### config.mk
export PLATFORM = sky130hd
export DESIGN_NAME = sha256_stream_verify_flat
export DESIGN_NICKNAME = d
export VERILOG_FILES = /design/src/hdl/sha_pkg.sv /design/src/hdl/sha_if.sv /design/src/hdl/sha256_stream_verify.sv /design/src/hdl/sha_core.sv /design/src/flat_wrapper.sv
export SDC_FILE = /design/constraint.sdc
export NUM_CORES = 2
export LEC_CHECK = 0
export ABC_CLOCK_PERIOD_IN_PS = 39300
export BUFFER_PORTS_ARGS = -buffer_cell sky130_fd_sc_hd__buf_2
export CAP_MARGIN = 30
export CORE_ASPECT_RATIO = 1.25
export CORE_UTILIZATION = 40
export DETAILED_ROUTE_END_ITERATION = 12
export MAX_ROUTING_LAYER = met4
export SETUP_SLACK_MARGIN = 0.15
export SYNTH_ARGS = -nofsm -noshare
export SYNTH_HDL_FRONTEND = slang
export SYNTH_HIERARCHICAL = 1
export SYNTH_SLANG_ARGS = --single-unit
export TNS_END_PERCENT = 30
### constraint.sdc
create_clock -name clk -period 39.3 [get_ports clk]
set_input_delay 1.965 -clock clk [delete_from_list [all_inputs] [get_ports clk]]
set_output_delay 1.965 -clock clk [all_outputs]
set_load 0.01 [all_outputs]
### src/hdl/sha_pkg.sv
// Package: SHA-256 constants, round function helpers and shared types.
package sha_pkg;

  localparam logic [31:0] ROUND_K [64] = '{
    32'h428a2f98, 32'h71374491, 32'hb5c0fbcf, 32'he9b5dba5,
    32'h3956c25b, 32'h59f111f1, 32'h923f82a4, 32'hab1c5ed5,
    32'hd807aa98, 32'h12835b01, 32'h243185be, 32'h550c7dc3,
    32'h72be5d74, 32'h80deb1fe, 32'h9bdc06a7, 32'hc19bf174,
    32'he49b69c1, 32'hefbe4786, 32'h0fc19dc6, 32'h240ca1cc,
    32'h2de92c6f, 32'h4a7484aa, 32'h5cb0a9dc, 32'h76f988da,
    32'h983e5152, 32'ha831c66d, 32'hb00327c8, 32'hbf597fc7,
    32'hc6e00bf3, 32'hd5a79147, 32'h06ca6351, 32'h14292967,
    32'h27b70a85, 32'h2e1b2138, 32'h4d2c6dfc, 32'h53380d13,
    32'h650a7354, 32'h766a0abb, 32'h81c2c92e, 32'h92722c85,
    32'ha2bfe8a1, 32'ha81a664b, 32'hc24b8b70, 32'hc76c51a3,
    32'hd192e819, 32'hd6990624, 32'hf40e3585, 32'h106aa070,
    32'h19a4c116, 32'h1e376c08, 32'h2748774c, 32'h34b0bcb5,
    32'h391c0cb3, 32'h4ed8aa4a, 32'h5b9cca4f, 32'h682e6ff3,
    32'h748f82ee, 32'h78a5636f, 32'h84c87814, 32'h8cc70208,
    32'h90befffa, 32'ha4506ceb, 32'hbef9a3f7, 32'hc67178f2
  };

  localparam logic [31:0] INIT_H [8] = '{
    32'h6a09e667, 32'hbb67ae85, 32'h3c6ef372, 32'ha54ff53a,
    32'h510e527f, 32'h9b05688c, 32'h1f83d9ab, 32'h5be0cd19
  };

  localparam logic [7:0] PAD_BYTE = 8'h80;
  localparam int unsigned TOTAL_W = 61;

  // Register indexes of the configuration port
  localparam logic [1:0] REG_EXP_0 = 2'd0;
  localparam logic [1:0] REG_EXP_1 = 2'd1;
  localparam logic [1:0] REG_EXP_2 = 2'd2;
  localparam logic [1:0] REG_EXP_3 = 2'd3;

  typedef logic [31:0] word_t;
  typedef word_t hash_t [8];

  // Start and first-block flag from the sequencer to the compression core
  typedef struct packed {
    logic start;
    logic first;
  } core_ctl_t;

  function automatic word_t ror(input word_t x, input int unsigned n);
    ror = (x >> n) | (x << (32 - n));
  endfunction

  function automatic word_t sig0(input word_t x);
    sig0 = ror(x, 7) ^ ror(x, 18) ^ (x >> 3);
  endfunction

  function automatic word_t sig1(input word_t x);
    sig1 = ror(x, 17) ^ ror(x, 19) ^ (x >> 10);
  endfunction

  function automatic word_t bsig0(input word_t x);
    bsig0 = ror(x, 2) ^ ror(x, 13) ^ ror(x, 22);
  endfunction

  function automatic word_t bsig1(input word_t x);
    bsig1 = ror(x, 6) ^ ror(x, 11) ^ ror(x, 25);
  endfunction

endpackage

### src/hdl/sha_if.sv
// Interfaces: byte input channel and digest output channel.
interface sha_in_if;
  logic       valid;
  logic       ready;
  logic [7:0] data_byte;
  logic       last_byte;
  modport source (output valid, data_byte, last_byte, input ready);
  modport sink (input valid, data_byte, last_byte, output ready);
endinterface

interface sha_out_if;
  logic        valid;
  logic        ready;
  logic [63:0] digest_part;
  logic [1:0]  part_index;
  logic        match;
  logic        final_part;
  modport source (output valid, digest_part, part_index, match, final_part, input ready);
  modport sink (input valid, digest_part, part_index, match, final_part, output ready);
endinterface

### src/hdl/sha256_stream_verify.sv
// Top level: byte stream SHA-256 with padding, digest output and compare.
// Each byte is written into a 64-byte buffer. When a block fills, the
// input is held off through a start state, the round unit (a fetch
// step, 64 rounds with the first 16 schedule words streamed from the
// buffer, a fold step) and the done handshake. On the last byte the block
// is padded one byte per cycle from the marker through byte 63 and then
// compressed; a marker past byte 55 needs a second padded block and
// compression. The four 64-bit digest parts then leave one per accepted
// output word, the fourth carrying the compare result, and the next byte
// is taken from the cycle after the fourth word is accepted.
// Reading a register returns its expected digest part.
module sha256_stream_verify (
  input  logic        clk,
  input  logic        rst,
  sha_in_if.sink      in_ch,
  sha_out_if.source   out_ch,
  input  logic        psel,
  input  logic        penable,
  input  logic        pwrite,
  input  logic [4:0]  paddr,
  input  logic [63:0] pwdata,
  output logic [63:0] prdata,
  output logic        pready
);
  import sha_pkg::*;

  localparam logic [2:0] S_FILL = 3'd0;
  localparam logic [2:0] S_PAD  = 3'd1;
  localparam logic [2:0] S_RUN  = 3'd2;
  localparam logic [2:0] S_WAIT = 3'd3;
  localparam logic [2:0] S_OUT  = 3'd4;

  logic [2:0]         state;
  logic [63:0]        expected [4];
  logic [31:0]        mem [16];
  logic [TOTAL_W-1:0] byte_total;
  logic [5:0]         pos;
  logic               final_blk;
  logic               pad_active;
  logic               mark_done;
  logic               first;
  logic [1:0]         part;
  logic               diff;
  core_ctl_t          ctl;
  logic [3:0]         blk_addr;
  logic [31:0]        blk_word;
  logic               done;
  logic [255:0]       hash;
  logic [63:0]        bits;
  logic [63:0]        cur_part;
  logic [7:0]         wr_byte;
  logic [7:0]         pad_byte;
  logic               wr_en;
  logic [5:0]         wr_pos;
  logic               take;
  logic [1:0]         reg_idx;

  assign pready  = 1'b1;
  assign reg_idx = paddr[4:3];
  assign prdata  = expected[reg_idx];
  assign bits    = {byte_total, 3'b000};

  // Configuration writes
  always_ff @(posedge clk) begin
    if (rst) begin
      for (int i = 0; i < 4; i++) expected[i] <= '0;
    end else if (psel && penable && pwrite) begin
      unique case (reg_idx)
        REG_EXP_0: expected[0] <= pwdata;
        REG_EXP_1: expected[1] <= pwdata;
        REG_EXP_2: expected[2] <= pwdata;
        REG_EXP_3: expected[3] <= pwdata;
        default: ;
      endcase
    end
  end

  assign in_ch.ready = (state == S_FILL);
  assign take        = in_ch.valid && in_ch.ready;

  // Marker first, then zeros, with the bit length at the end of the last block
  always_comb begin
    pad_byte = 8'h00;
    if (!mark_done) pad_byte = PAD_BYTE;
    else if (final_blk && pos >= 6'd56) pad_byte = bits[63 - 8*(pos - 6'd56) -: 8];
  end

  // Pick the byte written to the block buffer this cycle
  always_comb begin
    wr_en   = 1'b0;
    wr_byte = 8'h00;
    wr_pos  = pos;
    if (take) begin
      wr_en   = 1'b1;
      wr_byte = in_ch.data_byte;
    end else if (state == S_PAD) begin
      wr_en   = 1'b1;
      wr_byte = pad_byte;
    end
  end

  always_ff @(posedge clk) begin
    if (wr_en) mem[wr_pos[5:2]][31 - 8*wr_pos[1:0] -: 8] <= wr_byte;
    blk_word <= mem[blk_addr];
  end

  assign ctl.start = (state == S_RUN);
  assign ctl.first = first;

  sha_core u_core (
    .clk      (clk),
    .rst      (rst),
    .ctl      (ctl),
    .blk_word (blk_word),
    .blk_addr (blk_addr),
    .done     (done),
    .hash     (hash)
  );

  // Sequencer: fill, pad, compress, emit
  always_ff @(posedge clk) begin
    if (rst) begin
      state      <= S_FILL;
      byte_total <= '0;
      pos        <= '0;
      first      <= 1'b1;
      final_blk  <= 1'b0;
      pad_active <= 1'b0;
      mark_done  <= 1'b0;
      part       <= '0;
      diff       <= 1'b0;
    end else begin
      unique case (state)
        S_FILL: if (take) begin
          byte_total <= byte_total + TOTAL_W'(1);
          pos        <= pos + 6'd1;
          if (in_ch.last_byte) begin
            pad_active <= 1'b1;
            mark_done  <= 1'b0;
            final_blk  <= 1'b0;
          end
          // A full block compresses before any padding
          if (pos == 6'd63) state <= S_RUN;
          else if (in_ch.last_byte) state <= S_PAD;
        end
        S_PAD: begin
          pos <= pos + 6'd1;
          // Length fits in this block when the marker lands before byte 56
          if (!mark_done) begin
            mark_done <= 1'b1;
            final_blk <= (pos <= 6'd55);
          end
          if (pos == 6'd63) state <= S_RUN;
        end
        S_RUN:  state <= S_WAIT;
        S_WAIT: if (done) begin
          first <= 1'b0;
          if (!pad_active) begin
            state <= S_FILL;
          end else if (final_blk) begin
            state <= S_OUT;
            part  <= '0;
            diff  <= 1'b0;
          end else begin
            state     <= S_PAD;
            final_blk <= 1'b1;
          end
        end
        S_OUT: if (out_ch.ready) begin
          part <= part + 2'd1;
          diff <= diff | (cur_part != expected[part]);
          if (part == 2'd3) begin
            state      <= S_FILL;
            first      <= 1'b1;
            byte_total <= '0;
            pos        <= '0;
            pad_active <= 1'b0;
          end
        end
        default: state <= S_FILL;
      endcase
    end
  end

  assign cur_part           = hash[255 - 64*part -: 64];
  assign out_ch.valid       = (state == S_OUT);
  assign out_ch.digest_part = cur_part;
  assign out_ch.part_index  = part;
  assign out_ch.final_part  = (part == 2'd3);
  assign out_ch.match       = (part == 2'd3) && !diff && (cur_part == expected[3]);

  assert property (@(posedge clk) disable iff (rst) out_ch.valid |-> !in_ch.ready)
    else $error("input open while emitting");
  assert property (@(posedge clk) disable iff (rst)
    (state == S_OUT && out_ch.ready && part == 2'd3) |=> state == S_FILL)
    else $error("no restart after digest");
  assert property (@(posedge clk) disable iff (rst) done |-> state == S_WAIT)
    else $error("core done outside wait");
endmodule

### src/hdl/sha_core.sv
// Compression core: one SHA-256 round per cycle over a 16-word schedule window.
module sha_core (
  input  logic                clk,
  input  logic                rst,
  input  sha_pkg::core_ctl_t  ctl,
  input  logic [31:0]         blk_word,
  output logic [3:0]          blk_addr,
  output logic                done,
  output logic [255:0]        hash
);
  import sha_pkg::*;

  logic        busy;
  logic [6:0]  round;
  word_t       h [8];
  word_t       v [8];
  word_t       w [16];
  word_t       wt, t1, t2;

  // Block words are read through a register; round r uses word r-1 for r <= 16
  assign blk_addr = round[3:0];

  always_comb begin
    if (round <= 7'd16) wt = blk_word;
    else wt = sig1(w[14]) + w[9] + sig0(w[1]) + w[0];
    t1 = v[7] + bsig1(v[4]) + ((v[4] & v[5]) ^ (~v[4] & v[6]))
         + ROUND_K[6'(round - 7'd1)] + wt;
    t2 = bsig0(v[0]) + ((v[0] & v[1]) ^ (v[0] & v[2]) ^ (v[1] & v[2]));
  end

  // Round 0 fetches, rounds 1..64 compress, round 65 folds into hash
  always_ff @(posedge clk) begin
    if (rst) begin
      busy  <= 1'b0;
      round <= '0;
      done  <= 1'b0;
      for (int i = 0; i < 8; i++) h[i] <= INIT_H[i];
    end else begin
      done <= 1'b0;
      if (ctl.start && !busy) begin
        busy  <= 1'b1;
        round <= '0;
        if (ctl.first) begin
          for (int i = 0; i < 8; i++) begin
            h[i] <= INIT_H[i];
            v[i] <= INIT_H[i];
          end
        end else begin
          for (int i = 0; i < 8; i++) v[i] <= h[i];
        end
      end else if (busy) begin
        round <= round + 7'd1;
        if (round >= 7'd1 && round <= 7'd64) begin
          for (int i = 0; i < 15; i++) w[i] <= w[i + 1];
          w[15] <= wt;
          v[7] <= v[6]; v[6] <= v[5]; v[5] <= v[4]; v[4] <= v[3] + t1;
          v[3] <= v[2]; v[2] <= v[1]; v[1] <= v[0]; v[0] <= t1 + t2;
        end
        if (round == 7'd65) begin
          for (int i = 0; i < 8; i++) h[i] <= h[i] + v[i];
          busy <= 1'b0;
          done <= 1'b1;
        end
      end
    end
  end

  always_comb begin
    for (int i = 0; i < 8; i++) hash[255 - 32*i -: 32] = h[i];
  end

  assert property (@(posedge clk) disable iff (rst) done |-> !busy);
  assert property (@(posedge clk) disable iff (rst) (ctl.start && !busy) |=> busy)
    else $error("core did not start");
  assert property (@(posedge clk) disable iff (rst) busy |-> round <= 7'd65)
    else $error("round overrun");
endmodule

### src/flat_wrapper.sv
// flat-port wrapper written by rule: the top's interface ports become plain ports
module sha256_stream_verify_flat import sha_pkg::*;
  (clk, rst, psel, penable, pwrite, paddr, pwdata, prdata, pready, in_ch_valid, in_ch_data_byte, in_ch_last_byte, in_ch_ready, out_ch_valid, out_ch_digest_part, out_ch_part_index, out_ch_match, out_ch_final_part, out_ch_ready);
  sha_in_if in_ch_i ();
  sha_out_if out_ch_i ();
  input  logic clk;
  input  logic rst;
  input  logic psel;
  input  logic penable;
  input  logic pwrite;
  input  logic [4:0] paddr;
  input  logic [63:0] pwdata;
  output logic [63:0] prdata;
  output logic pready;
  input wire logic [$bits(in_ch_i.valid)-1:0] in_ch_valid;
  input wire logic [$bits(in_ch_i.data_byte)-1:0] in_ch_data_byte;
  input wire logic [$bits(in_ch_i.last_byte)-1:0] in_ch_last_byte;
  output wire logic [$bits(in_ch_i.ready)-1:0] in_ch_ready;
  output wire logic [$bits(out_ch_i.valid)-1:0] out_ch_valid;
  output wire logic [$bits(out_ch_i.digest_part)-1:0] out_ch_digest_part;
  output wire logic [$bits(out_ch_i.part_index)-1:0] out_ch_part_index;
  output wire logic [$bits(out_ch_i.match)-1:0] out_ch_match;
  output wire logic [$bits(out_ch_i.final_part)-1:0] out_ch_final_part;
  input wire logic [$bits(out_ch_i.ready)-1:0] out_ch_ready;
  assign in_ch_i.valid = in_ch_valid;
  assign in_ch_i.data_byte = in_ch_data_byte;
  assign in_ch_i.last_byte = in_ch_last_byte;
  assign in_ch_ready = in_ch_i.ready;
  assign out_ch_valid = out_ch_i.valid;
  assign out_ch_digest_part = out_ch_i.digest_part;
  assign out_ch_part_index = out_ch_i.part_index;
  assign out_ch_match = out_ch_i.match;
  assign out_ch_final_part = out_ch_i.final_part;
  assign out_ch_i.ready = out_ch_ready;
  sha256_stream_verify u_core (.clk(clk), .rst(rst), .in_ch(in_ch_i), .out_ch(out_ch_i), .psel(psel), .penable(penable), .pwrite(pwrite), .paddr(paddr), .pwdata(pwdata), .prdata(prdata), .pready(pready));
endmodule
# Word level (Yosys, flattened, before mapping)

Memory sizes are Yosys's and may differ from the RTL's. A register that Yosys moved wholly into a read port is not among the register bits.
Index checks and enable logic that the tools add are counted.

Add/subtract/negate cells: 28
$lt $le $gt $ge: 6
Eq/ne operators: 22
Shift operators: 4
Muxes and demuxes: 132
Bitwise gates (word level): 65
Reduce and logical (&&, ||, !) cells: 26

Operators with widths:

| cell                                                   | number |
|---|---|
| 2-to-1 mux 32 bit                                      | 36 |
| adder 32 bit                                           | 18 |
| variable part select 319 x 33 -> 64 bit                | 1 |
| bitwise XOR 32 bit                                     | 9 |
| 2-to-1 mux 64 bit                                      | 4 |
| 2-to-1 mux 61 bit                                      | 3 |
| bitwise AND 32 bit                                     | 5 |
| case mux 61 bit (2 select lines)                       | 1 |
| variable part select 71 x 33 -> 8 bit                  | 1 |
| == test 64 bit                                         | 1 |
| != test 64 bit                                         | 1 |
| adder 61 x 1 -> 61 bit (second input constant)         | 1 |
| 2-to-1 mux 1 bit                                       | 58 |
| variable shift 8 x 34 -> 39 bit (first input constant) | 1 |
| variable part select 8 x 34 -> 39 bit                  | 1 |
| OR 1 bit                                               | 37 |
| negation 32 -> 34 bit                                  | 1 |
| 2-to-1 mux 8 bit                                       | 4 |
| NOT 32 bit                                             | 1 |
| OR 10 x 32 -> 32 bit                                   | 1 |
| OR 13 x 32 -> 32 bit                                   | 1 |
| OR 14 x 32 -> 32 bit                                   | 1 |
| OR 15 x 32 -> 32 bit                                   | 1 |
| OR 19 x 32 -> 32 bit                                   | 1 |
| other kinds (51)                                       | 94 |

Flip-flop bits (word level): 86
Bits in writable memories: 1792
Memory bits (read-only): 2048
Output and inout bits: 135
Memories: 6

Memory list:

| memory           | depth | bits a word | read ports | clocked after memory_dff | write ports | RTL line                   | RTL |
|---|---|---|---|---|---|---|---|
| (name not given) | 64    | 32          | 1          | 0                        | 0           | sha_core.sv:27             | `+ ROUND_K[6'(round - 7'd1)] + wt;` |
| u_core.mem       | 16    | 32          | 1          | 1                        | 1           | sha256_stream_verify.sv:35 | `logic [31:0] mem [16];` |
| u_core.u_core.w  | 16    | 32          | 16         | 0                        | 16          | sha_core.sv:17             | `word_t w [16];` |
| u_core.expected  | 4     | 64          | 3          | 1                        | 4           | sha256_stream_verify.sv:34 | `logic [63:0] expected [4];` |
| u_core.u_core.h  | 8     | 32          | 8          | 0                        | 8           | sha_core.sv:15             | `word_t h [8];` |
| u_core.u_core.v  | 8     | 32          | 8          | 0                        | 8           | sha_core.sv:16             | `word_t v [8];` |

# Depth between registers and ports, before layout

An unclocked memory read counts as a cell.

Depth after elaboration: 11
Mapped depth: 47
Mapped depth without buffers: 47

# Modules after synthesis

The synthesis kept the hierarchy.

Modules (own cells, without submodules):

| module               | instances | cells an instance | area an instance (µm²) | sequential area each (µm²) |
|---|---|---|---|---|
| sha_core             | 1         | 5813              | 63524.7                | 29968.7 |
| sha256_stream_verify | 1         | 2356              | 40063.4                | 25284.2 |

# Worst setup path after synthesis

OpenSTA, ideal clock, no wires.

Kind: input-to-reg
From: in rst
To: mem u_core/u_core/w[0][0] in the netlist's numbering, enable pin
Data arrival time: 16848 ps
Required time: 38227 ps
Setup slack: 21379 ps
Cell stages on the path: 5
Buffers on the path: 3
Path through: clkbuf_1 > nand4b_1 > inv_2 > clkbuf_1 > buf_1

RTL lines:

| item        | RTL line          | RTL |
|---|---|---|
| from (decl) | flat_wrapper.sv:7 | `input logic rst;` |
| to (decl)   | sha_core.sv:17    |  |

==> results.toml <==
[power]
design_power_total_w = 0.0102
p_leak_nw = 40.2
ir_drop_mv = 0.200
power_density_nw_per_um2 = 88.6

[critical_path]
max_stage_delay_ns = 0.67
cp_max_fo = 5
cp_top_family = "compound AO/OA/AOI/OAI gates"
critPathRequiredTime_ns = 39.88
path_class = "reg2reg"
crit_buf_inv = 4
rr_worst_depth = 43
crit_top_cell = "a21oi_1"
reg2reg_from = "u_core/u_core/w[7][11]"
cp-end-kind = "flip-flop"
cp-start-kind = "flip-flop"
r2r_setup_slack_ns = 26.88
cp-startpoint = "u_core/u_core/w[7][11]"
cp_slowest_cell = "o21ai_0"
r2r-end = "u_core/u_core/v[0][29]"
arrival_ns = 13.01

[route]
dr.pass1.iters = 6
routed_via_density = 5.80
wl_met2_um = 150000
top_layer = "met4"
routed_wl_um = 323000
wl_per_cell_um = 27.3
ant_nets = 0
num_vias = 68600
drc = 0
drtIter0Drc = 6348
met1_length_um = 130000
met3_length_um = 25100

[worst_hold_path]
whs_endpoint = "u_core/u_core/w[3][12]"
hold_depth = 0
hp-start = "u_core/u_core/w[3][44]"
hold_class = "reg2reg"

[synth]
synth-seq-cells = 1912
synthTopCellsByCount = "1,696 x edfxtp_1, 596 x nand2_1, 543 x nor2_1"
synth.avg_cell_area_um2 = 12.7
ys_types = 107
async_reset_ff_share_pct = 0
synth_area_um2 = 104000
synth_top_area_share_pct = 49.2
synth_warnings = 6
synth_edf_count = 1696
syn_inst = 8169
syn-num-nets = 8858
yosys-top-cells-area = "edfxtp_1 49%, mux4_2 8.0%, ha_1 4.9%"
synth-seq-area-share_pct = 53.3
synth-main-ff-cell = "edfxtp_1"
synth_top_cell_by_area = "edfxtp_1"
synth.most_common_cell = "edfxtp_1"

[placement]
io_buffers = 215
place_hpwl_um = 234000
place_worst_setup_slack_ns = 26.90
globalplace.congestion = 0.994

[sta]
rsz0062_at_grt = "false"
finalHoldViolCount = 0
tightest_slew_ns = 1.22
slew_violations = 0
fin_crit_sh_pct = 31.6
timing.final.ws_setup_ns = 26.88
setup_violations = 0
timing.fmax_mhz = 80.5
clock_skew_ns = 0.0693
max_slew_margin_pct = 18.8
fin_setup_tns_ns = 0
period_needed_ns = 12.42

[clock_tree]
h-tree-depth = 4
holdBufCountCts = 0
cts_sinks = 1912
cts_tree = "built"
cts_root_buffer = "clkbuf_16"
clk_latency_ns = 0.88
post_cts.repair.setup_buffers = 0
post_cts_resized = 0
cts_buffers = 196
path_clk_slew_ns = 0.07
ctsLongestPathBuffers = 4

[die]
dieArea_um2 = 261000
io_pins = 220
die_y_um = 571
core_area_um2 = 257000
die_w_um = 457
rows = 208
initial_core_util_pct = 40.3

[global_routing]
antenna_found_initial = 22
grt_pass1_wl_um = 464000
globalRouteOverflowTotal = 0
grt_pass1_vias = 67000
track_usage_pct = 25.0
grt_max_degree = 178

[layout]
multi_input_area_um2 = 45300
nNetsFinal = 8995
area_delta_synth_final_pct = 11.3
fill_cells = 23100
seqCellArea_um2 = 55300
drive_above_1_share_pct = 13.5

[outcome]
outcome = "finished clean"

[run]
maxCapViolCount = 0
## state kept, by name (all words and copies together), names as in the netlist, 2 cells and up, named ones only
signal and count:
u_core/blk_word 32, u_core/u_core/h 256, u_core/state 3, u_core/u_core/w 512
u_core/mem 512, u_core/u_core/round 7, u_core/pos 6, u_core/expected 256
u_core/byte_total 61, u_core/u_core/v 256, u_core/out_ch.part_index 2
## layer usage
layer | vias up | global-route usage (%)
met5 | - | -
met4 | 0 | 11.8
met3 | 637 | 4.86
met2 | 2775 | 38.8
met1 | 34600 | 31.4
li1 | 30600 | -
## through the flow
stage               hold WS, ns  cell area, um2  instances  util [%]
floorplan                 0.400          104000       8169         -
global placement          0.400          108000      11400      42.1
detailed placement        0.405          109000      11500      42.2
CTS                       0.410          115000      11800      44.8
global route              0.414          115000      11800      44.8
finish                    0.409          115000      11800      44.9
## cells by family after synthesis
kind of cell | Yosys count | synth area share [%]
AND/OR/NAND/NOR | 2055 | 9.59
flip-flops | 1912 | 53.3
AO/OA/AOI/OAI | 1602 | 10.4
buffers and inverters | 843 | 3.15
XOR/XNOR | 724 | 6.14
adder cells (fa/ha/maj) | 609 | 8.78
multiplexers | 423 | 8.56
other | 1 | 0.00362
## layout by cell type (no fill, tap or decap), types with 218 or more instances in the layout
| cell | instances |
|---|---|
| ha_1 | 405 |
| and2_1 | 287 |
| xor2_1 | 265 |
| inv_1 | 436 |
| nand2_1 | 593 |
| mux4_2 | 367 |
| edfxtp_1 | 1696 |
| o21ai_0 | 327 |
| buf_2 | 218 |
| nor2_1 | 539 |
| a21oi_1 | 395 |
| xnor2_1 | 451 |
## how the worst max path moves through the flow
stage               cells after the start  slack, ns                      to
floorplan                               5      21.38   u_core/u_core/w[0][0]
global placement                       43      27.00  u_core/u_core/v[0][29]
detailed placement                     43      26.90  u_core/u_core/v[0][29]
CTS                                    43      26.83  u_core/u_core/v[0][29]
global route                           45      26.33  u_core/u_core/v[0][29]
finish                                 43      26.88  u_core/u_core/v[0][29]
## final cells by class
cell class / instances / area share, %
multi-input combinational: 5414 / 39.3
tap: 3360 / 3.65
inverter: 440 / 1.44
sequential: 1912 / 47.9
clock buffer: 242 / 4.56
antenna: 15 / 0.0325
clock inverter: 115 / 1.12
timing repair buffer: 342 / 1.95
## power breakdown
part           total [W]  switching [W]  leakage [nW]  internal (W)
Sequential       0.00238      0.0000822          17.0       0.00229
Clock            0.00193       0.000817          3.20       0.00111
Combinational    0.00591        0.00365          20.1       0.00226
Total             0.0102        0.00455          40.2       0.00567
Power figures use the tool's default switching activity.
